===== src/sv/fdr_pkg.sv =====
// Shared types and constants for the framed deviation receiver.
`timescale 1ns / 1ps

package fdr_pkg;

    // Frame storage limit and the widths that follow from it
    localparam int FRAME_BYTES = 7;
    localparam int COUNT_W     = $clog2(FRAME_BYTES + 1);

    // Frame bytes and positions counted back from the end of the frame
    localparam logic [7:0] HDR_FIRST  = 8'h2C;
    localparam logic [7:0] HDR_SECOND = 8'h12;
    localparam logic [7:0] END_MARK   = 8'h5B;
    localparam int MIN_CLOSE_BYTES    = 6;
    localparam int DEV_BACK           = 5;
    localparam int FLAG_BACK          = 3;
    localparam int HIST_DEPTH         = DEV_BACK;

    // Configuration register reset values and addressing
    localparam logic [7:0] OFFSET_RESET = 8'd100;
    localparam logic [7:0] LIMIT_RESET  = 8'd90;
    localparam int ADDR_W               = 3;

    typedef enum logic
    {
        REG_CENTER_OFFSET   = 1'b0,
        REG_DEVIATION_LIMIT = 1'b1
    } reg_index_t;

    typedef enum logic [1:0]
    {
        HUNT_FIRST   = 2'd0,
        HUNT_SECOND  = 2'd1,
        HUNT_STORE   = 2'd2,
        HUNT_SWALLOW = 2'd3
    } hunt_state_t;

    // Frame close event from the parser
    typedef struct packed
    {
        logic       close;
        logic [7:0] dev_byte;
        logic [7:0] flag_byte;
    } frame_evt_t;

    // One result item
    typedef struct packed
    {
        logic signed [8:0] deviation;
        logic [7:0]        flag_value;
        logic              deviation_held;
    } result_t;

endpackage


===== src/sv/fdr_parser.sv =====
// Frame hunter: header match, byte storage and frame close detection.
`timescale 1ns / 1ps

module fdr_parser
(
    input  logic                clk,
    input  logic                rst_n,
    input  logic                byte_transfer,
    input  logic [7:0]          rx_byte,
    output fdr_pkg::frame_evt_t evt
);

    fdr_pkg::hunt_state_t               state_reg;
    fdr_pkg::hunt_state_t               state_next;
    logic [fdr_pkg::COUNT_W-1:0]        count_reg;
    logic [fdr_pkg::COUNT_W-1:0]        count_next;
    logic [7:0]                         hist_reg [fdr_pkg::HIST_DEPTH];
    logic                               store;

    // State and byte count
    always_ff @(posedge clk or negedge rst_n)
    begin
        if (!rst_n)
        begin
            state_reg <= fdr_pkg::HUNT_FIRST;
            count_reg <= '0;
        end
        else if (byte_transfer)
        begin
            state_reg <= state_next;
            count_reg <= count_next;
        end
    end

    // Next state, storage and close event
    always_comb
    begin
        state_next    = fdr_pkg::HUNT_FIRST;
        count_next    = '0;
        store         = 1'b0;
        evt.close     = 1'b0;
        evt.dev_byte  = hist_reg[fdr_pkg::DEV_BACK - 1];
        evt.flag_byte = hist_reg[fdr_pkg::FLAG_BACK - 1];
        unique case (state_reg)
            fdr_pkg::HUNT_FIRST:
            begin
                if (rx_byte == fdr_pkg::HDR_FIRST)
                begin
                    store      = 1'b1;
                    count_next = count_reg + 1'b1;
                    state_next = fdr_pkg::HUNT_SECOND;
                end
            end
            fdr_pkg::HUNT_SECOND:
            begin
                if (rx_byte == fdr_pkg::HDR_SECOND)
                begin
                    store      = 1'b1;
                    count_next = count_reg + 1'b1;
                    state_next = fdr_pkg::HUNT_STORE;
                end
            end
            fdr_pkg::HUNT_STORE:
            begin
                count_next = count_reg;
                state_next = fdr_pkg::HUNT_STORE;
                if (count_reg < fdr_pkg::COUNT_W'(fdr_pkg::FRAME_BYTES))
                begin
                    store      = 1'b1;
                    count_next = count_reg + 1'b1;
                end
                if (count_next >= fdr_pkg::COUNT_W'(fdr_pkg::FRAME_BYTES) ||
                    rx_byte == fdr_pkg::END_MARK)
                begin
                    state_next = fdr_pkg::HUNT_SWALLOW;
                end
            end
            fdr_pkg::HUNT_SWALLOW:
            begin
                // Close only on a marker and with enough bytes to look back into
                evt.close = (hist_reg[0] == fdr_pkg::END_MARK) &&
                            (count_reg >= fdr_pkg::COUNT_W'(fdr_pkg::MIN_CLOSE_BYTES));
            end
            default:
            begin
                state_next = fdr_pkg::HUNT_FIRST;
            end
        endcase
    end

    // Shift stored bytes through the look-back line
    always_ff @(posedge clk)
    begin
        if (byte_transfer && store)
        begin
            hist_reg[0] <= rx_byte;
            for (int i = 1; i < fdr_pkg::HIST_DEPTH; i++)
            begin
                hist_reg[i] <= hist_reg[i-1];
            end
        end
    end

endmodule


===== src/sv/framed_deviation_receiver_core.sv =====
// Top level: configuration port, deviation filter and result queue.
// A closing byte transfer registers its result in the output register or skid entry.
// One byte per cycle unless the skid is full; parser and filter update in one pass.
// A two-entry result queue keeps bytes flowing while a result waits to be taken.
// Reset (rst_n low, asynchronous) restarts the hunt, clears the last good deviation,
// empties the queue and loads offset 100 and limit 90.
`timescale 1ns / 1ps

module framed_deviation_receiver_core
(
    input  logic                       clk,
    input  logic                       rst_n,
    // Configuration port
    input  logic                       psel,
    input  logic                       penable,
    input  logic                       pwrite,
    input  logic [fdr_pkg::ADDR_W-1:0] paddr,
    input  logic [31:0]                pwdata,
    output logic [31:0]                prdata,
    output logic                       pready,
    // Byte input
    input  logic                       rx_valid,
    output logic                       rx_ready,
    input  logic [7:0]                 rx_byte,
    // Result output
    output logic                       res_valid,
    input  logic                       res_ready,
    output logic signed [8:0]          deviation,
    output logic [7:0]                 flag_value,
    output logic                       deviation_held
);

    logic [7:0]          offset_reg;
    logic [7:0]          limit_reg;
    logic signed [8:0]   last_good_reg;
    fdr_pkg::reg_index_t reg_sel;
    logic                cfg_write;
    logic                rx_transfer;
    logic                res_transfer;
    fdr_pkg::frame_evt_t evt;
    logic signed [9:0]   dev_raw;
    logic signed [9:0]   lim_pos;
    logic                out_of_range;
    fdr_pkg::result_t    res_new;
    fdr_pkg::result_t    out_reg;
    fdr_pkg::result_t    skid_reg;
    logic                out_valid_reg;
    logic                skid_valid_reg;
    logic                push;

    // Configuration writes and reads
    assign pready    = 1'b1;
    assign reg_sel   = fdr_pkg::reg_index_t'(paddr[2]);
    assign cfg_write = psel && penable && pwrite && pready;

    always_ff @(posedge clk or negedge rst_n)
    begin
        if (!rst_n)
        begin
            offset_reg <= fdr_pkg::OFFSET_RESET;
            limit_reg  <= fdr_pkg::LIMIT_RESET;
        end
        else if (cfg_write)
        begin
            unique case (reg_sel)
                fdr_pkg::REG_CENTER_OFFSET:   offset_reg <= pwdata[7:0];
                fdr_pkg::REG_DEVIATION_LIMIT: limit_reg  <= pwdata[7:0];
                default:                      offset_reg <= offset_reg;
            endcase
        end
    end

    always_comb
    begin
        unique case (reg_sel)
            fdr_pkg::REG_CENTER_OFFSET:   prdata = {24'd0, offset_reg};
            fdr_pkg::REG_DEVIATION_LIMIT: prdata = {24'd0, limit_reg};
            default:                      prdata = '0;
        endcase
    end

    // Handshakes
    assign rx_ready     = !skid_valid_reg;
    assign rx_transfer  = rx_valid && rx_ready;
    assign res_transfer = out_valid_reg && res_ready;

    fdr_parser u_parser
    (
        .clk           (clk),
        .rst_n         (rst_n),
        .byte_transfer (rx_transfer),
        .rx_byte       (rx_byte),
        .evt           (evt)
    );

    // Form the deviation and hold the last good one when out of range
    assign dev_raw      = $signed({2'b00, evt.dev_byte}) - $signed({2'b00, offset_reg});
    assign lim_pos      = $signed({2'b00, limit_reg});
    assign out_of_range = (dev_raw < -lim_pos) || (dev_raw > lim_pos);

    always_comb
    begin
        res_new.flag_value     = evt.flag_byte;
        res_new.deviation_held = out_of_range;
        res_new.deviation      = out_of_range ? last_good_reg : dev_raw[8:0];
    end

    assign push = rx_transfer && evt.close;

    always_ff @(posedge clk or negedge rst_n)
    begin
        if (!rst_n)
        begin
            last_good_reg <= '0;
        end
        else if (push && !out_of_range)
        begin
            last_good_reg <= dev_raw[8:0];
        end
    end

    // Result queue: output register backed by one skid entry
    always_ff @(posedge clk or negedge rst_n)
    begin
        if (!rst_n)
        begin
            out_valid_reg  <= 1'b0;
            skid_valid_reg <= 1'b0;
        end
        else if (res_transfer)
        begin
            if (skid_valid_reg)
            begin
                skid_valid_reg <= 1'b0;
            end
            else
            begin
                out_valid_reg <= push;
            end
        end
        else if (push)
        begin
            if (!out_valid_reg)
            begin
                out_valid_reg <= 1'b1;
            end
            else
            begin
                skid_valid_reg <= 1'b1;
            end
        end
    end

    always_ff @(posedge clk)
    begin
        if (res_transfer)
        begin
            out_reg <= skid_valid_reg ? skid_reg : res_new;
        end
        else if (push && !out_valid_reg)
        begin
            out_reg <= res_new;
        end
        if (push && out_valid_reg && !res_transfer)
        begin
            skid_reg <= res_new;
        end
    end

    assign res_valid      = out_valid_reg;
    assign deviation      = out_reg.deviation;
    assign flag_value     = out_reg.flag_value;
    assign deviation_held = out_reg.deviation_held;

endmodule

===== config.mk =====
export PLATFORM = sky130hd
export DESIGN_NAME = framed_deviation_receiver_core
export DESIGN_NICKNAME = d
export VERILOG_FILES = /design/src/sv/fdr_pkg.sv /design/src/sv/fdr_parser.sv /design/src/sv/framed_deviation_receiver_core.sv
export SDC_FILE = /design/constraint.sdc
export NUM_CORES = 1
export LEC_CHECK = 0
export BUFFER_PORTS_ARGS = -buffer_cell sky130_fd_sc_hd__buf_2
export CAP_MARGIN = 10
export CORE_ASPECT_RATIO = 0.75
export CORE_MARGIN = 10
export CORE_UTILIZATION = 30
export DETAILED_ROUTE_END_ITERATION = 16
export PLACE_DENSITY = 0.52
export SYNTH_ARGS = -nofsm -noshare
export SYNTH_HDL_FRONTEND = slang
export SYNTH_SLANG_ARGS = --single-unit

===== constraint.sdc =====
create_clock -name clk -period 5.2 [get_ports clk]
set_clock_uncertainty 0.15 [all_clocks]
set_input_delay 0.26 -clock clk [delete_from_list [all_inputs] [get_ports clk]]
set_output_delay 0.26 -clock clk [all_outputs]
set_load 0.02 [all_outputs]

== Yosys cells after proc, flatten, opt, wreduce, memory -nomap -nowiden ==
Memory sizes are Yosys's and may differ from the RTL's.
Index checks and enable logic that the tools add are counted.

* $add $sub $neg: 3
* $lt $le $gt $ge: 5
* Equal/unequal tests: 8
* Mux-type cells: 27
* Bitwise logic cells: 1
* Reduce and logical (&&, ||, !) cells: 25

{| class="wikitable"
|+ Operators with widths
! cell !! count
|-
| $pmux 32 s2 || 1
|-
| $mux 18 || 3
|-
| $eq 8x7->1 const B || 2
|-
| $mux 1 || 14
|-
| $mux 3 || 4
|-
| $logic_and 1x1->1 || 11
|-
| $lt 9x10->1 || 1
|-
| $neg 8->10 || 1
|-
| $gt 9x9->1 || 1
|-
| $mux 9 || 1
|-
| $pmux 3 s3 || 1
|-
| $sub 8x8->9 || 1
|-
| $eq 8x5->1 const B || 1
|-
| $eq 8x6->1 const B || 1
|-
| $reduce_and 2->1 || 4
|-
| $ge 3x3->1 const B || 2
|-
| $pmux 2 s3 || 1
|-
| $reduce_bool 2->1 || 3
|-
| $eq 2x2->1 const B || 2
|-
| $logic_not 1->1 || 4
|-
| $add 3x1->3 const B || 1
|-
| $lt 3x3->1 const B || 1
|-
| $pmux 1 s3 || 1
|-
| $eq 2x1->1 const B || 1
|-
| other kinds (5) || 6
|}

* Register bits: 68
* Memory bits (writable): 40
* Input bits: 50
* Word-level logic and storage cells: 83
* Memories kept: 1

{| class="wikitable"
|+ Memory list
! memory !! words !! width !! rd ports !! clocked after memory_dff !! write ports !! line !! source
|-
| u_parser.hist_reg || 5 || 8 || 5 || 0 || 5 || fdr_parser.sv:17 || <nowiki>logic [7:0] hist_reg [fdr_pkg::HIST_DEPTH];</nowiki>
|}

== Depth between registers and ports, before layout ==
Gate-level depths: netlist (run 1).
An unclocked memory read counts as a cell.

* Depth in word-level cells: 8
* Mapped depth: 18
* Mapped depth without buffers: 16

== Hierarchy ==
Synthesis (run 1) repeated with hierarchy kept, for this count alone.

* Cell total of the unflattened synthesis: 475
* Area total of the unflattened synthesis: 5,575.3 um^2

{| class="wikitable"
|+ Modules (own cells, without submodules)
! module !! times used !! cells each !! area each (um^2) !! sequential area each (um^2)
|-
| framed_deviation_receiver_core || 1 || 369 || 3,829.9 || 1,765.4
|-
| fdr_parser || 1 || 106 || 1,745.4 || 1,326.3
|}

== Worst setup path before layout (run 1) ==
No wires, ideal clock.

* Path kind: flip-flop to flip-flop
* Start point: memory u_parser.hist_reg[4][0] (netlist: u_parser.hist_reg[0][32])
* End point: register out_reg, in the netlist deviation[7], data pin
* Library setup time: 0.256 ns
* Arrival: 3.535 ns
* Slack: 1.259 ns
* Cell stages (with the launch flop): 16
* Path buffers: 1
* Path through: edfxtp_1 inv_1 ha_1 inv_1 fa_1 a211oi_1 o21ai_1 a21o_1 a21oi_1 ha_1 a2111oi_0 a21oi_1 a211o_2 buf_8 a31o_1 o22a_1

{| class="wikitable"
|+ RTL lines
! what !! line !! source
|-
| start: declaration || fdr_parser.sv:17 ||
|-
| end signal: assignment || framed_deviation_receiver_core.sv:158 || <nowiki>out_reg <= skid_valid_reg ? skid_reg : res_new;</nowiki>
|-
| end signal: assignment || framed_deviation_receiver_core.sv:162 || <nowiki>out_reg <= res_new;</nowiki>
|-
| end: declaration || framed_deviation_receiver_core.sv:45 || <nowiki>fdr_pkg::result_t out_reg;</nowiki>
|}

== Worst setup path in the final report (run 1) ==
* Start point: register offset_reg[2]
* End point: register last_good_reg[4]

* Cells in the longest elaborated chain, start to end: 5

{| class="wikitable"
|+ Ends and longest elaborated chain
! what !! line !! source
|-
| start: declaration || framed_deviation_receiver_core.sv:33 || <nowiki>logic [7:0] offset_reg;</nowiki>
|-
| start signal: assignment || framed_deviation_receiver_core.sv:60 || <nowiki>offset_reg <= fdr_pkg::OFFSET_RESET;</nowiki>
|-
| start signal: assignment || framed_deviation_receiver_core.sv:66 || <nowiki>fdr_pkg::REG_CENTER_OFFSET: offset_reg <= pwdata[7:0];</nowiki>
|-
| start signal: assignment || framed_deviation_receiver_core.sv:68 || <nowiki>default: offset_reg <= offset_reg;</nowiki>
|-
| $sub 8x8->9 (*) || framed_deviation_receiver_core.sv:97 || <nowiki>assign dev_raw = $signed({2'b00, evt.dev_byte}) - $signed({2'b00, offset_reg});</nowiki>
|-
| via dev_raw[7] || framed_deviation_receiver_core.sv:41 || <nowiki>logic signed [9:0] dev_raw;</nowiki>
|-
| $lt 9x10->1 / $gt 9x9->1 (equally long branches) || framed_deviation_receiver_core.sv:99 || <nowiki>assign out_of_range = (dev_raw < -lim_pos) || (dev_raw > lim_pos);</nowiki>
|-
| $logic_or 1x1->1 (*) || framed_deviation_receiver_core.sv:99 ||
|-
| $logic_not 1->1 (*) || framed_deviation_receiver_core.sv:116 || <nowiki>else if (push && !out_of_range)</nowiki>
|-
| $logic_and 1x1->1 (*) || framed_deviation_receiver_core.sv:116 ||
|-
| end signal: assignment || framed_deviation_receiver_core.sv:118 || <nowiki>last_good_reg <= dev_raw[8:0];</nowiki>
|-
| end: declaration || framed_deviation_receiver_core.sv:35 || <nowiki>logic signed [8:0] last_good_reg;</nowiki>
|}

Mark *: on every way through the listed nets, which the timed path passes. The rest lies on a longest branch.
A chain may end at the register's enable or synchronous reset.

==> summary.json, run 1 <==
{
  "synth_area_leaders": "sky130_fd_sc_hd__edfxtp_1 41%, sky130_fd_sc_hd__dfrtp_1 11%, sky130_fd_sc_hd__ha_1 4.8%",
  "grt_setup_unrepaired": "false",
  "seq_area_frac_synth_pct": 56.1,
  "net_switching_fraction_of_the_power_pct": 33.3,
  "antenna_left": 0,
  "ctsRootBufferMaster": "sky130_fd_sc_hd__clkbuf_16",
  "final_layout_size_suffix_gt1_share_pct": 23.8,
  "power_frac_comb_pct": 29.7,
  "cts_tree": "built",
  "timing.final.max_slew_violations": 0,
  "clock_sinks": 108,
  "p_leak_nw": 2.55,
  "syn_to_final_growth_pct": 16.0,
  "internal_power_mw": 1.61,
  "placementRows": 42,
  "avgRoutedWirePerCell_um": 16.0,
  "worst_r2r_startpoint": "offset_reg[2]$_DFFE_PN1P_",
  "async_reset_ff_share_pct": 29.6,
  "half_perimeter_wire_length_after_placement_um": 8760,
  "post-synth-top-area-fraction_pct": 41.4,
  "syn-mean-instance-area_sq_um": 12.3,
  "maxCapViolCount": 0,
  "num_io_pins": 103,
  "die_w_um": 176,
  "finish.utilization_pct": 35.9,
  "yosys_warnings": 0,
  "gp_congestion": 0.835,
  "grt_usage_pct": 10.4,
  "wire_length_of_the_first_global_routing_pass_um": 19800,
  "finalInstanceArea_sq_um": 6390,
  "wirelength_um": 12200,
  "final.hold.worst_slack_ns": 0.0986,
  "port_buffers": 51,
  "synth_cells": 448,
  "p_seq_share_pct": 42.5,
  "min_period_ns": 4.54,
  "drt_iter0_drc": 182,
  "mostFrequentLayoutCell": "sky130_fd_sc_hd__edfxtp_1",
  "vias_per_cell": 4.65,
  "crit_path_max_fanout": 20,
  "post_cts_resize_count": 0,
  "synth_enable_flop_cells": 76,
  "dpl_worst_slack_ns": 0.659,
  "cts.clk_slew.worst_paths_ns": 0.07,
  "rrSetupSlack_ns": 0.66,
  "die-height_um": 137,
  "crit_required_ns": 5.29,
  "place.detailed.instances": 729,
  "cellPowerDensity_nw_per_um2": 377,
  "floorplan.die_area_sq_um": 24200,
  "totalNegativeSetupSlack_ns": 0,
  "clock_path_buffers": 2,
  "setup.worst_path.end_class": "register",
  "remaining_drc_errors": 0,
  "tightest_slew_ns": 0.993,
  "timing.critical_path.to": "last_good_reg[4]$_DFFE_PN0P_",
  "max_freq_ghz": 0.220,
  "antennaDiodeCount": 0,
  "yosysUniqueCellTypes": 74,
  "vias": 3547,
  "hold_violations": 0,
  "arrival_ns": 4.63,
  "regToRegEndpoint": "last_good_reg[4]$_DFFE_PN0P_",
  "placement.cell_area_sq_um": 5930,
  "setup_viol": 0,
  "result_of_the_run": "complete, no violations",
  "synth-main-ff-cell": "sky130_fd_sc_hd__edfxtp_1",
  "setup.worst_path.start": "offset_reg[2]$_DFFE_PN1P_",
  "relSlewSlack_pct": 33.8,
  "path_class": "reg2reg",
  "post_synthesis_sequential_element_count": 108,
  "gr-total-overflow": 0,
  "total_power_mw": 2.41,
  "most-common-layout-cells": "76 x sky130_fd_sc_hd__edfxtp_1, 51 x sky130_fd_sc_hd__buf_2, 44 x sky130_fd_sc_hd__nand2_1",
  "detailedRoute.firstPassIterationCount": 5,
  "min_period_over_period_pct": 87.3,
  "postLayoutSetupSlackWorst_ns": 0.661,
  "vdd.ir_drop.worst_mv": 0.168,
  "initial_utilization_pct": 30.9,
  "startpoint_type": "register",
  "reg2reg_depth": 16,
  "power_frac_clock_pct": 27.8,
  "fp.coreArea_sq_um": 17800,
  "grt_pass1_vias": 3672,
  "h_tree_levels": 3,
  "grt_start_max_net_pins": 41,
  "grt_antenna_before_repair": 0,
  "cts_made_buffers": 9,
  "stdcell_count": 762,
  "finish.net_count": 587,
  "netSwitchingPower_uw": 802,
  "largest_register_ff_count": 40,
  "worstSkewPairLatency_ns": 0.35,
  "yosysTopAreaCell": "sky130_fd_sc_hd__edfxtp_1",
  "hp-class": "in2reg",
  "area_of_the_mapped_netlist_sq_um": 5510
}
-- kinds of logic (layout without fill, tap and decap cells) --
logic type	after synthesis	after routing	share of synthesized area (%)
XOR/XNOR	9	9	1.43
adder cells (fa/ha/maj)	22	22	5.13
other	2	25	0.136
AO/OA/AOI/OAI	92	92	12.3
AND/OR/NAND/NOR	125	125	12.5
buffers and inverters	64	113	6.70
multiplexers	26	26	5.75
flip-flops	108	108	56.1
-- power groups by stage --
stage | Combinational [mW] | Clock, mW | Sequential, mW
final | 0.715 | 0.670 | 1.02
after global routing | 0.806 | 0.724 | 1.03
after CTS | 0.720 | 0.693 | 1.02
after detailed placement | 0.705 | 0 | 1.04
after global placement | 0.687 | 0 | 1.04
after floorplan | 0.590 | 0 | 1.01
-- routing by layer --
layer	routed length (um)	part of all wire, %	global-route usage, %	vias up
met5	0	0	0	-
met4	87	0.71	2.10	0
met3	486	4.0	3.42	8
met2	5890	48	17.6	63
met1	5710	47	12.8	1731
li1	-	-	-	1745
-- repair_timing --
item	CTS	global route
setup buffers	0	0
endpoints found under the hold margin	49	0
hold buffers	17	0
-- cell type report --
class                   instances  area [sq um]
multi-input cells             299          2150
well taps                     242           303
inverters                      23          86.3
clock buffers                   9           225
clock inverters                 7          62.6
repair buffers                 74           470
fillers                      1745         11400
flip-flops and latches        108          3090
-- critical path, cell delays in order, from the launching register on --
cell and delay, ns:
sky130_fd_sc_hd__dfstp_2 0.53, sky130_fd_sc_hd__inv_1 0.06, sky130_fd_sc_hd__ha_1 0.36, sky130_fd_sc_hd__o21a_1 0.21
sky130_fd_sc_hd__o31a_1 0.11, sky130_fd_sc_hd__o311a_1 0.32, sky130_fd_sc_hd__o21a_1 0.18, sky130_fd_sc_hd__nor2_1 0.11
sky130_fd_sc_hd__xnor2_1 0.20, sky130_fd_sc_hd__ha_1 0.35, sky130_fd_sc_hd__nand2_1 0.05, sky130_fd_sc_hd__nor3_1 0.27
sky130_fd_sc_hd__o21ai_0 0.21, sky130_fd_sc_hd__a2111oi_4 0.24, sky130_fd_sc_hd__a211o_2 0.43, sky130_fd_sc_hd__nand3_4 0.28
sky130_fd_sc_hd__mux2_4 0.37
-- worst min-delay path by stage --
| stage | from | to | slack (ns) | depth (start not counted) |
|---|---|---|---|---|
| 2_1_floorplan | rst_n | last_good_reg[0]$_DFFE_PN0P_ | -0.19 | 0 |
| 3_3_place_gp | rst_n | res_valid$_DFFE_PN0P_ | 0.25 | 1 |
| 3_5_place_dp | u_parser.hist_reg[0][13]$_DFFE_PP_ | u_parser.hist_reg[0][21]$_DFFE_PP_ | 0.25 | 0 |
| 4_1_cts | res_ready | res_valid$_DFFE_PN0P_ | 0.08 | 4 |
| 5_1_grt | res_ready | res_valid$_DFFE_PN0P_ | 0.13 | 4 |
| 6_report | res_ready | res_valid$_DFFE_PN0P_ | 0.1 | 4 |
-- Yosys cell counts (all sizes together), types with 4 or more instances --
| master | instances |
|---|---|
| o31ai | 5 |
| nand4 | 6 |
| xor2 | 4 |
| nor4 | 4 |
| nor2 | 18 |
| a31o | 9 |
| nor3 | 9 |
| nand2 | 46 |
| o21a | 4 |
| a31oi | 6 |
| ha | 21 |
| mux2 | 24 |
| inv | 23 |
| xnor2 | 5 |
| dfstp | 7 |
| nor2b | 7 |
| dfrtp | 25 |
| buf | 32 |
| o22a | 6 |
| a21boi | 5 |
| o21ai | 21 |
| clkbuf | 9 |
| a21oi | 15 |
| edfxtp | 76 |
| nand3 | 4 |
No activity file was read; power rests on OpenSTA's default activity.
==> run 2: changes to the inputs <==
--- a/config.mk
+++ b/config.mk
@@ -12,6 +12,7 @@
 export CORE_UTILIZATION = 30
 export DETAILED_ROUTE_END_ITERATION = 16
 export PLACE_DENSITY = 0.52
+export REMOVE_ABC_BUFFERS = 1
 export SYNTH_ARGS = -nofsm -noshare
 export SYNTH_HDL_FRONTEND = slang
 export SYNTH_SLANG_ARGS = --single-unit
==> run 2 against run 1 <==
Sequential share of layout area grew 0.11 points. Cell area decreased by 0.24%. Fmax is 3.3% lower. Die area stayed put. Wire length shrank 2.0%. Global-route usage fell by 0.44 points. Non-clock buffer count shrank 5.
==> summary.json, run 2 (synthesized netlist as in run 1, its figures left out) <==
{
  "antennaDiodeCount": {"value": 0, "change": "unchanged"},
  "clock_sinks": {"value": 108, "change": "unchanged"},
  "syn_to_final_growth_pct": 15.7,
  "grt_start_max_net_pins": {"value": 41, "change": "unchanged"},
  "cts_tree": "built",
  "setup_viol": {"value": 0, "change": "unchanged"},
  "gp_congestion": {"value": 0.867, "change": "+3.8%"},
  "cts_made_buffers": {"value": 9, "change": "unchanged"},
  "ctsRootBufferMaster": "sky130_fd_sc_hd__clkbuf_16",
  "placementRows": {"value": 42, "change": "unchanged"},
  "half_perimeter_wire_length_after_placement": {"value": 8710, "unit": "um", "change": "-0.60%"},
  "tightest_slew": {"value": 1.02, "unit": "ns", "change": "+0.0226 ns"},
  "finish.utilization": {"value": 35.8, "unit": "%", "change": "-0.084 points"},
  "wirelength_met1": {"value": 5670, "unit": "um", "change": "-0.81%"},
  "grt_setup_unrepaired": "false",
  "avgRoutedWirePerCell": {"value": 15.8, "unit": "um", "change": "-1.4%"},
  "totalNegativeSetupSlack": {"value": 0, "unit": "ns", "change": "unchanged"},
  "topRoutingLayerUsed": "met4",
  "arrival": {"value": 4.77, "unit": "ns", "change": "+0.14 ns"},
  "die_w": {"value": 176, "unit": "um", "change": "unchanged"},
  "filler_cell_count": {"value": 1740, "change": "-0.29%"},
  "vias_per_cell": {"value": 4.73, "change": "+1.5%"},
  "dpl_worst_slack": {"value": 0.573, "unit": "ns", "change": "-0.0863 ns"},
  "post-cts-setup-buffers": {"value": 0, "change": "unchanged"},
  "worstSkewPairLatency": {"value": 0.34, "unit": "ns", "change": "about the same"},
  "setup.worst_path.end_class": "register",
  "regToRegEndpoint": "last_good_reg[6]$_DFFE_PN0P_",
  "routed-wl-met3": {"value": 491, "unit": "um", "change": "+1.0%"},
  "remaining_drc_errors": {"value": 0, "change": "unchanged"},
  "min_to": "limit_reg[1]$_DFFE_PN1P_",
  "reg2reg_depth": {"value": 17, "change": "+1"},
  "hp-class": "in2reg",
  "path_class": "reg2reg",
  "fp.coreArea": {"value": 17800, "unit": "sq um", "change": "unchanged"},
  "floorplan.die_area": {"value": 24200, "unit": "sq um", "change": "unchanged"},
  "crit_required": {"value": 5.27, "unit": "ns", "change": "-0.02 ns"},
  "die-height": {"value": 137, "unit": "um", "change": "unchanged"},
  "largest_register_ff_count": {"value": 40, "change": "unchanged"},
  "relSlewSlack": {"value": 32.3, "unit": "%", "change": "-1.5 points"},
  "h_tree_levels": {"value": 3, "change": "unchanged"},
  "antenna_left": {"value": 0, "change": "unchanged"},
  "min_period_over_period": {"value": 90.3, "unit": "%", "change": "+3.0 points"},
  "wirelength": {"value": 11900, "unit": "um", "change": "-2.0%"},
  "detailedRoute.firstPassIterationCount": {"value": 4, "change": "-1"},
  "wire_length_of_the_first_global_routing_pass": {"value": 19300, "unit": "um", "change": "-2.6%"},
  "grt_pass1_vias": {"value": 3641, "change": "-0.84%"},
  "rrSetupSlack": {"value": 0.50, "unit": "ns", "change": "-0.16 ns"},
  "met2WireLength": {"value": 5740, "unit": "um", "change": "-2.6%"},
  "timing.final.max_slew_violations": {"value": 0, "change": "unchanged"},
  "grt_usage": {"value": 9.97, "unit": "%", "change": "-0.44 points"},
  "port_buffers": {"value": 51, "change": "unchanged"},
  "drt_iter0_drc": {"value": 227, "change": "+25%"},
  "initial_utilization": {"value": 30.9, "unit": "%", "change": "unchanged"},
  "final_layout_size_suffix_gt1_share": {"value": 24.1, "unit": "%", "change": "+0.23 points"},
  "worstHoldPathCells": {"value": 2, "change": "-2"},
  "p_leak": {"value": 2.56, "unit": "nW", "change": "+0.30%"},
  "finish.net_count": {"value": 582, "change": "-0.85%"},
  "most-common-layout-cells": "76 x sky130_fd_sc_hd__edfxtp_1, 51 x sky130_fd_sc_hd__buf_2, 44 x sky130_fd_sc_hd__nand2_1",
  "result_of_the_run": "complete, no violations",
  "crit_path_max_fanout": {"value": 20, "change": "unchanged"},
  "startpoint_type": "register",
  "vias": {"value": 3577, "change": "+0.85%"},
  "worst_r2r_startpoint": "u_parser.hist_reg[0][32]$_DFFE_PP_",
  "cellPowerDensity": {"value": 387, "unit": "nW/um^2", "change": "+2.8%"},
  "hold_violations": {"value": 0, "change": "unchanged"},
  "max_freq": {"value": 0.213, "unit": "GHz", "change": "-3.3%"},
  "min_period": {"value": 4.70, "unit": "ns", "change": "+0.156 ns"},
  "mostFrequentLayoutCell": "sky130_fd_sc_hd__edfxtp_1",
  "clock_path_buffers": {"value": 2, "change": "unchanged"},
  "cts.clk_slew.worst_paths": {"value": 0.07, "unit": "ns", "change": "about the same"},
  "post_cts_resize_count": {"value": 0, "change": "unchanged"},
  "maxCapViolCount": {"value": 0, "change": "unchanged"},
  "vdd.ir_drop.worst": {"value": 0.195, "unit": "mV", "change": "+16%"},
  "postLayoutSetupSlackWorst": {"value": 0.505, "unit": "ns", "change": "-0.156 ns"},
  "grt_antenna_before_repair": {"value": 0, "change": "unchanged"},
  "num_io_pins": {"value": 103, "change": "unchanged"},
  "hold_start": "pwdata[1]",
  "gr-total-overflow": {"value": 0, "change": "unchanged"}
}
-- run 2: layout make-up --
| class | count | area (sq um) | share of cell area (%) |
|---|---|---|---|
| Sequential cell | 108 | 3090 | 48.5 |
| Timing Repair Buffer | 69 | 420 | 6.60 |
| Multi-Input combinational cell | 299 | 2150 | 33.7 |
| Clock inverter | 6 | 93.8 | 1.47 |
| Inverter | 23 | 86.3 | 1.35 |
| Clock buffer | 10 | 229 | 3.59 |
| Tap cell | 242 | 303 | 4.75 |
-- run 2: metrics by stage --
stage	hold slack (ns)	total power [mW]	std cells	cell area [sq um]
after floorplan	-0.186	1.55	430	5310
after global placement	0.252	1.71	729	5930
after detailed placement	0.252	1.73	729	5930
after CTS	0.000255	2.49	757	6370
after global routing	0.00427	2.62	757	6370
final	0.0171	2.47	757	6370
-- run 2: timing repair --
action	4_1_cts	5_1_grt
hold buffers	12	0
endpoints found under the setup margin	0	0
hold endpoints to repair	37	0
-- run 2: worst max-delay path, stage by stage (launching register included) --
cell and delay, ns:
sky130_fd_sc_hd__edfxtp_1 0.37, sky130_fd_sc_hd__inv_1 0.07, sky130_fd_sc_hd__ha_1 0.15, sky130_fd_sc_hd__inv_1 0.05
sky130_fd_sc_hd__fa_1 0.43, sky130_fd_sc_hd__a211oi_1 0.49, sky130_fd_sc_hd__o21ai_1 0.19, sky130_fd_sc_hd__a21o_1 0.19
sky130_fd_sc_hd__a21oi_1 0.14, sky130_fd_sc_hd__buf_4 0.16, sky130_fd_sc_hd__ha_1 0.13, sky130_fd_sc_hd__inv_1 0.05
sky130_fd_sc_hd__nor3_1 0.38, sky130_fd_sc_hd__o21ai_0 0.23, sky130_fd_sc_hd__a2111oi_4 0.26, sky130_fd_sc_hd__a211o_2 0.46
sky130_fd_sc_hd__nand3_4 0.30, sky130_fd_sc_hd__mux2_4 0.37
-- run 2: per-layer routing --
| metal | GRT usage, % | vias up |
|---|---|---|
| met1 | 12.6 | 1761 |
| met5 | 0 | - |
| li1 | - | 1737 |
| met4 | 2.19 | 0 |
| met2 | 16.4 | 77 |
| met3 | 3.20 | 2 |
-- run 2: how the worst max path moves through the flow --
stage | slack [ns] | cells after the start | end | from
global route | 0.06 | 17 | last_good_reg[6]$_DFFE_PN0P_ | u_parser.hist_reg[0][32]$_DFFE_PP_
global placement | 0.60 | 16 | last_good_reg[6]$_DFFE_PN0P_ | offset_reg[2]$_DFFE_PN1P_
CTS | 0.54 | 16 | last_good_reg[6]$_DFFE_PN0P_ | offset_reg[2]$_DFFE_PN1P_
finish | 0.50 | 17 | last_good_reg[6]$_DFFE_PN0P_ | u_parser.hist_reg[0][32]$_DFFE_PP_
detailed placement | 0.57 | 16 | last_good_reg[7]$_DFFE_PN0P_ | offset_reg[2]$_DFFE_PN1P_
floorplan | 1.16 | 16 | last_good_reg[1]$_DFFE_PN0P_ | offset_reg[2]$_DFFE_PN1P_
-- run 2: where the power goes --
| part | switching, mW | internal (mW) | leakage (nW) | total (mW) |
|---|---|---|---|---|
| Clock | 0.318 | 0.428 | 0.159 | 0.746 |
| Sequential | 0.0337 | 0.979 | 1.07 | 1.01 |
| Combinational | 0.421 | 0.290 | 1.32 | 0.711 |
| Total | 0.773 | 1.70 | 2.56 | 2.47 |
==> run 3: changes to the inputs <==
--- a/config.mk
+++ b/config.mk
@@ -5,6 +5,7 @@
 export SDC_FILE = /design/constraint.sdc
 export NUM_CORES = 1
 export LEC_CHECK = 0
+export ABC_AREA = 1
 export BUFFER_PORTS_ARGS = -buffer_cell sky130_fd_sc_hd__buf_2
 export CAP_MARGIN = 10
 export CORE_ASPECT_RATIO = 0.75
==> run 3 against run 2 <==
Cell count rose by 15%. Combinational power fell by 16%. Area after synthesis fell by 0.34%. Fmax rose by 25%. Die area fell by 0.30%. Largest power group unchanged. Sequential cell count did not move. Largest cell class unchanged. Synthesized cell count rose by 25%.
==> summary.json, run 3 <==
{
  "result_of_the_run": "complete, no violations",
  "clock_sinks": {"value": 108, "change": "unchanged"},
  "mostFrequentLayoutCell": "sky130_fd_sc_hd__nand2_1",
  "die_w": {"value": 176, "unit": "um", "change": "-0.15%"},
  "initial_utilization": {"value": 30.8, "unit": "%", "change": "-0.11 points"},
  "synth_area_leaders": "sky130_fd_sc_hd__edfxtp_1 42%, sky130_fd_sc_hd__dfrtp_1 11%, sky130_fd_sc_hd__nand2_1 9.8%",
  "vias": {"value": 3804, "change": "+6.3%"},
  "die-height": {"value": 137, "unit": "um", "change": "-0.15%"},
  "drt_iter0_drc": {"value": 201, "change": "-11%"},
  "hold_violations": {"value": 0, "change": "unchanged"},
  "min_period_over_period": {"value": 72.4, "unit": "%", "change": "-18 points"},
  "half_perimeter_wire_length_after_placement": {"value": 8610, "unit": "um", "change": "-1.1%"},
  "maxCapViolCount": {"value": 0, "change": "unchanged"},
  "post_cts_resize_count": {"value": 0, "change": "unchanged"},
  "clock_path_buffers": {"value": 2, "change": "unchanged"},
  "cts_tree": "built",
  "vdd.ir_drop.worst": {"value": 0.156, "unit": "mV", "change": "-20%"},
  "startpoint_type": "register",
  "detailedRoute.firstPassIterationCount": {"value": 4, "change": "unchanged"},
  "largest_register_ff_count": {"value": 40, "change": "unchanged"},
  "syn-mean-instance-area": {"value": 9.79, "unit": "sq um", "change": "-20%"},
  "grt_start_max_net_pins": {"value": 41, "change": "unchanged"},
  "async_reset_ff_share": {"value": 29.6, "unit": "%", "change": "unchanged"},
  "final_layout_size_suffix_gt1_share": {"value": 18.1, "unit": "%", "change": "-6.0 points"},
  "placementRows": {"value": 42, "change": "unchanged"},
  "finish.net_count": {"value": 698, "change": "+20%"},
  "grt_antenna_before_repair": {"value": 0, "change": "unchanged"},
  "ctsRootBufferMaster": "sky130_fd_sc_hd__clkbuf_16",
  "hold_start": "pwdata[2]",
  "remaining_drc_errors": {"value": 0, "change": "unchanged"},
  "antennaDiodeCount": {"value": 0, "change": "unchanged"},
  "worstSkewPairLatency": {"value": 0.35, "unit": "ns", "change": "about the same"},
  "tightest_slew": {"value": 1.06, "unit": "ns", "change": "+0.0444 ns"},
  "setup.worst_path.end_class": "register",
  "syn_to_final_growth_pct": 15.3,
  "max_freq": {"value": 0.266, "unit": "GHz", "change": "+25%"},
  "grt_pass1_vias": {"value": 3926, "change": "+7.8%"},
  "path_cells": "inv_1 -> ha_1 -> nand2_1 -> nor2_1 -> nand2_1 -> nand3_2 -> a21oi_1 -> o21ai_0 -> xor2_1 -> inv_1 -> ha_1 -> nand3_1 -> a31oi_1 -> nand2_1 -> nand2_1 -> nand2_1 -> nand2_2 -> nand2_8 -> nand2_1 -> nand3_1 -> nand2_1 -> inv_1",
  "wire_length_of_the_first_global_routing_pass": {"value": 19200, "unit": "um", "change": "-0.47%"},
  "crit_path_max_fanout": {"value": 19, "change": "-5.0%"},
  "num_io_pins": {"value": 103, "change": "unchanged"},
  "yosysUniqueCellTypes": {"value": 48, "change": "-35%"},
  "h_tree_levels": {"value": 3, "change": "unchanged"},
  "timing.final.max_slew_violations": {"value": 0, "change": "unchanged"},
  "setup.worst_path.start": "offset_reg[2]$_DFFE_PN1P_",
  "yosys_warnings": {"value": 0, "change": "unchanged"},
  "gr-total-overflow": {"value": 0, "change": "unchanged"},
  "slowest_delay": {"value": 0.53, "unit": "ns", "change": "+0.04 ns"},
  "fp.coreArea": {"value": 17800, "unit": "sq um", "change": "unchanged"},
  "synth-main-ff-cell": "sky130_fd_sc_hd__edfxtp_1",
  "antenna_left": {"value": 0, "change": "unchanged"},
  "hp-class": "in2reg",
  "post-synth-top-area-fraction": {"value": 41.6, "unit": "%", "change": "+0.14 points"},
  "relSlewSlack": {"value": 29.3, "unit": "%", "change": "-3.0 points"},
  "yosysTopAreaCell": "sky130_fd_sc_hd__edfxtp_1",
  "most-common-layout-cells": "143 x sky130_fd_sc_hd__nand2_1, 76 x sky130_fd_sc_hd__edfxtp_1, 71 x sky130_fd_sc_hd__inv_1",
  "path_class": "reg2reg",
  "gp_congestion": {"value": 0.851, "change": "-1.8%"},
  "timing.critical_path.slowest_stage_cell": "sky130_fd_sc_hd__dfstp_2",
  "post_synthesis_sequential_element_count": {"value": 108, "change": "unchanged"},
  "avgRoutedWirePerCell": {"value": 13.3, "unit": "um", "change": "-15%"},
  "cts.clk_slew.worst_paths": {"value": 0.08, "unit": "ns", "change": "about the same"},
  "finalInstanceArea": {"value": 6330, "unit": "sq um", "change": "-0.65%"},
  "setup_viol": {"value": 0, "change": "unchanged"},
  "cellPowerDensity": {"value": 358, "unit": "nW/um^2", "change": "-7.6%"},
  "floorplan.die_area": {"value": 24200, "unit": "sq um", "change": "-0.30%"},
  "synth_cells": {"value": 561, "change": "+25%"},
  "grt_usage": {"value": 9.90, "unit": "%", "change": "-0.072 points"},
  "area_of_the_mapped_netlist": {"value": 5490, "unit": "sq um", "change": "-0.34%"},
  "synth_enable_flop_cells": {"value": 76, "change": "unchanged"},
  "seq_area_frac_synth": {"value": 56.3, "unit": "%", "change": "+0.19 points"},
  "worst_r2r_startpoint": "offset_reg[2]$_DFFE_PN1P_",
  "placement.cell_area": {"value": 5910, "unit": "sq um", "change": "-0.38%"},
  "grt_setup_unrepaired": "false",
  "crit_required": {"value": 5.17, "unit": "ns", "change": "-0.10 ns"},
  "min_period": {"value": 3.77, "unit": "ns", "change": "-0.929 ns"},
  "port_buffers": {"value": 51, "change": "unchanged"},
  "cts_made_buffers": {"value": 9, "change": "unchanged"},
  "synth_most_common_cell": "sky130_fd_sc_hd__nand2_1",
  "worstPathBufferInverterCount": {"value": 3, "change": "-1"},
  "totalNegativeSetupSlack": {"value": 0, "unit": "ns", "change": "unchanged"},
  "p_leak": {"value": 2.92, "unit": "nW", "change": "+14%"},
  "wirelength": {"value": 11600, "unit": "um", "change": "-2.4%"},
  "arrival": {"value": 3.74, "unit": "ns", "change": "-1.03 ns"},
  "crit_path_top_cell_by_count": "sky130_fd_sc_hd__nand2_1",
  "path_delay_family": "simple AND/OR/NAND/NOR gates",
  "vias_per_cell": {"value": 4.36, "change": "-7.8%"},
  "yosys-top-cells-count": "143 x sky130_fd_sc_hd__nand2_1, 76 x sky130_fd_sc_hd__edfxtp_1, 71 x sky130_fd_sc_hd__inv_1, 38 x sky130_fd_sc_hd__nand3_1, 30 x sky130_fd_sc_hd__o21ai_0",
  "total_power": {"value": 2.27, "unit": "mW", "change": "-8.2%"}
}
-- run 3: path summary, 6_finish.rpt --
check,to,slack (ns),cells past startpoint
worst min-delay path,offset_reg[2]$_DFFE_PN1P_,0.01,3
min in group asynchronous,u_parser.state_reg[0]$_DFFE_PN0P_,0.41,2
worst max-delay path,deviation[5]$_DFFE_PP_,1.43,22
worst min register to register,u_parser.hist_reg[0][35]$_DFFE_PP_,0.27,0
worst max register to register,deviation[5]$_DFFE_PP_,1.43,22
max in group asynchronous,last_good_reg[8]$_DFFE_PN0P_,3.93,2
-- run 3: power breakdown --
part           internal, mW  switching, mW
Combinational         0.206          0.389
Clock                 0.338          0.341
Sequential            0.965         0.0285
-- run 3: repair_timing --
item,CTS,global route
hold buffers,13,0
buffers inserted,0,0
endpoints found under the hold margin,38,0
-- run 3: through the flow --
| stage | worst slack [ns] | hold WS (ns) | util [%] | instances |
|---|---|---|---|---|
| floorplan | 1.89 | -0.186 | - | 549 |
| global placement | 1.45 | 0.250 | 33.2 | 844 |
| detailed placement | 1.43 | 0.254 | 33.2 | 844 |
| CTS | 1.42 | 0.00354 | 35.5 | 873 |
| global route | 1.05 | 0.0240 | 35.5 | 873 |
| finish | 1.43 | 0.0115 | 35.5 | 873 |
-- run 3: final cells by class --
cell class,instances,area (sq um)
clock buffers,9,225
flip-flops and latches,108,3090
well taps,242,303
fillers,1824,11500
multi-input cells,367,1970
clock inverters,7,68.8
repair buffers,66,400
inverters,74,278
-- run 3: cell families (layout without fill, tap and decap cells) --
logic type	count (synthesis)	in the layout	share of synthesized area, %
DFF	108	108	56.3
adders and majority gates	22	22	5.15
other	2	25	0.137
buffers and inverters	109	156	9.53
AOI/OAI and AO/OA	56	56	5.63
and+or+nand+nor	256	256	22.0
xor gates and xnor gates	8	8	1.28
-- run 3: worst register-to-register path, stage by stage, from the launching register on --
cell	delay (ns)
sky130_fd_sc_hd__dfstp_2	0.53
sky130_fd_sc_hd__inv_1	0.05
sky130_fd_sc_hd__ha_1	0.35
sky130_fd_sc_hd__nand2_1	0.10
sky130_fd_sc_hd__nor2_1	0.11
sky130_fd_sc_hd__nand2_1	0.09
sky130_fd_sc_hd__nand3_2	0.09
sky130_fd_sc_hd__a21oi_1	0.06
sky130_fd_sc_hd__o21ai_0	0.19
sky130_fd_sc_hd__xor2_1	0.21
sky130_fd_sc_hd__inv_1	0.14
sky130_fd_sc_hd__ha_1	0.31
sky130_fd_sc_hd__nand3_1	0.06
sky130_fd_sc_hd__a31oi_1	0.14
sky130_fd_sc_hd__nand2_1	0.09
sky130_fd_sc_hd__nand2_1	0.06
sky130_fd_sc_hd__nand2_1	0.06
sky130_fd_sc_hd__nand2_2	0.24
sky130_fd_sc_hd__nand2_8	0.18
sky130_fd_sc_hd__nand2_1	0.12
sky130_fd_sc_hd__nand3_1	0.07
sky130_fd_sc_hd__nand2_1	0.10
sky130_fd_sc_hd__inv_1	0.04
-- run 3: metal layers --
| metal | GRT usage [%] | share of wire (%) |
|---|---|---|
| met1 | 11.9 | 48 |
| met2 | 16.9 | 47 |
| met3 | 2.75 | 4.0 |
| met4 | 3.01 | 1.2 |
| met5 | 0 | 0 |
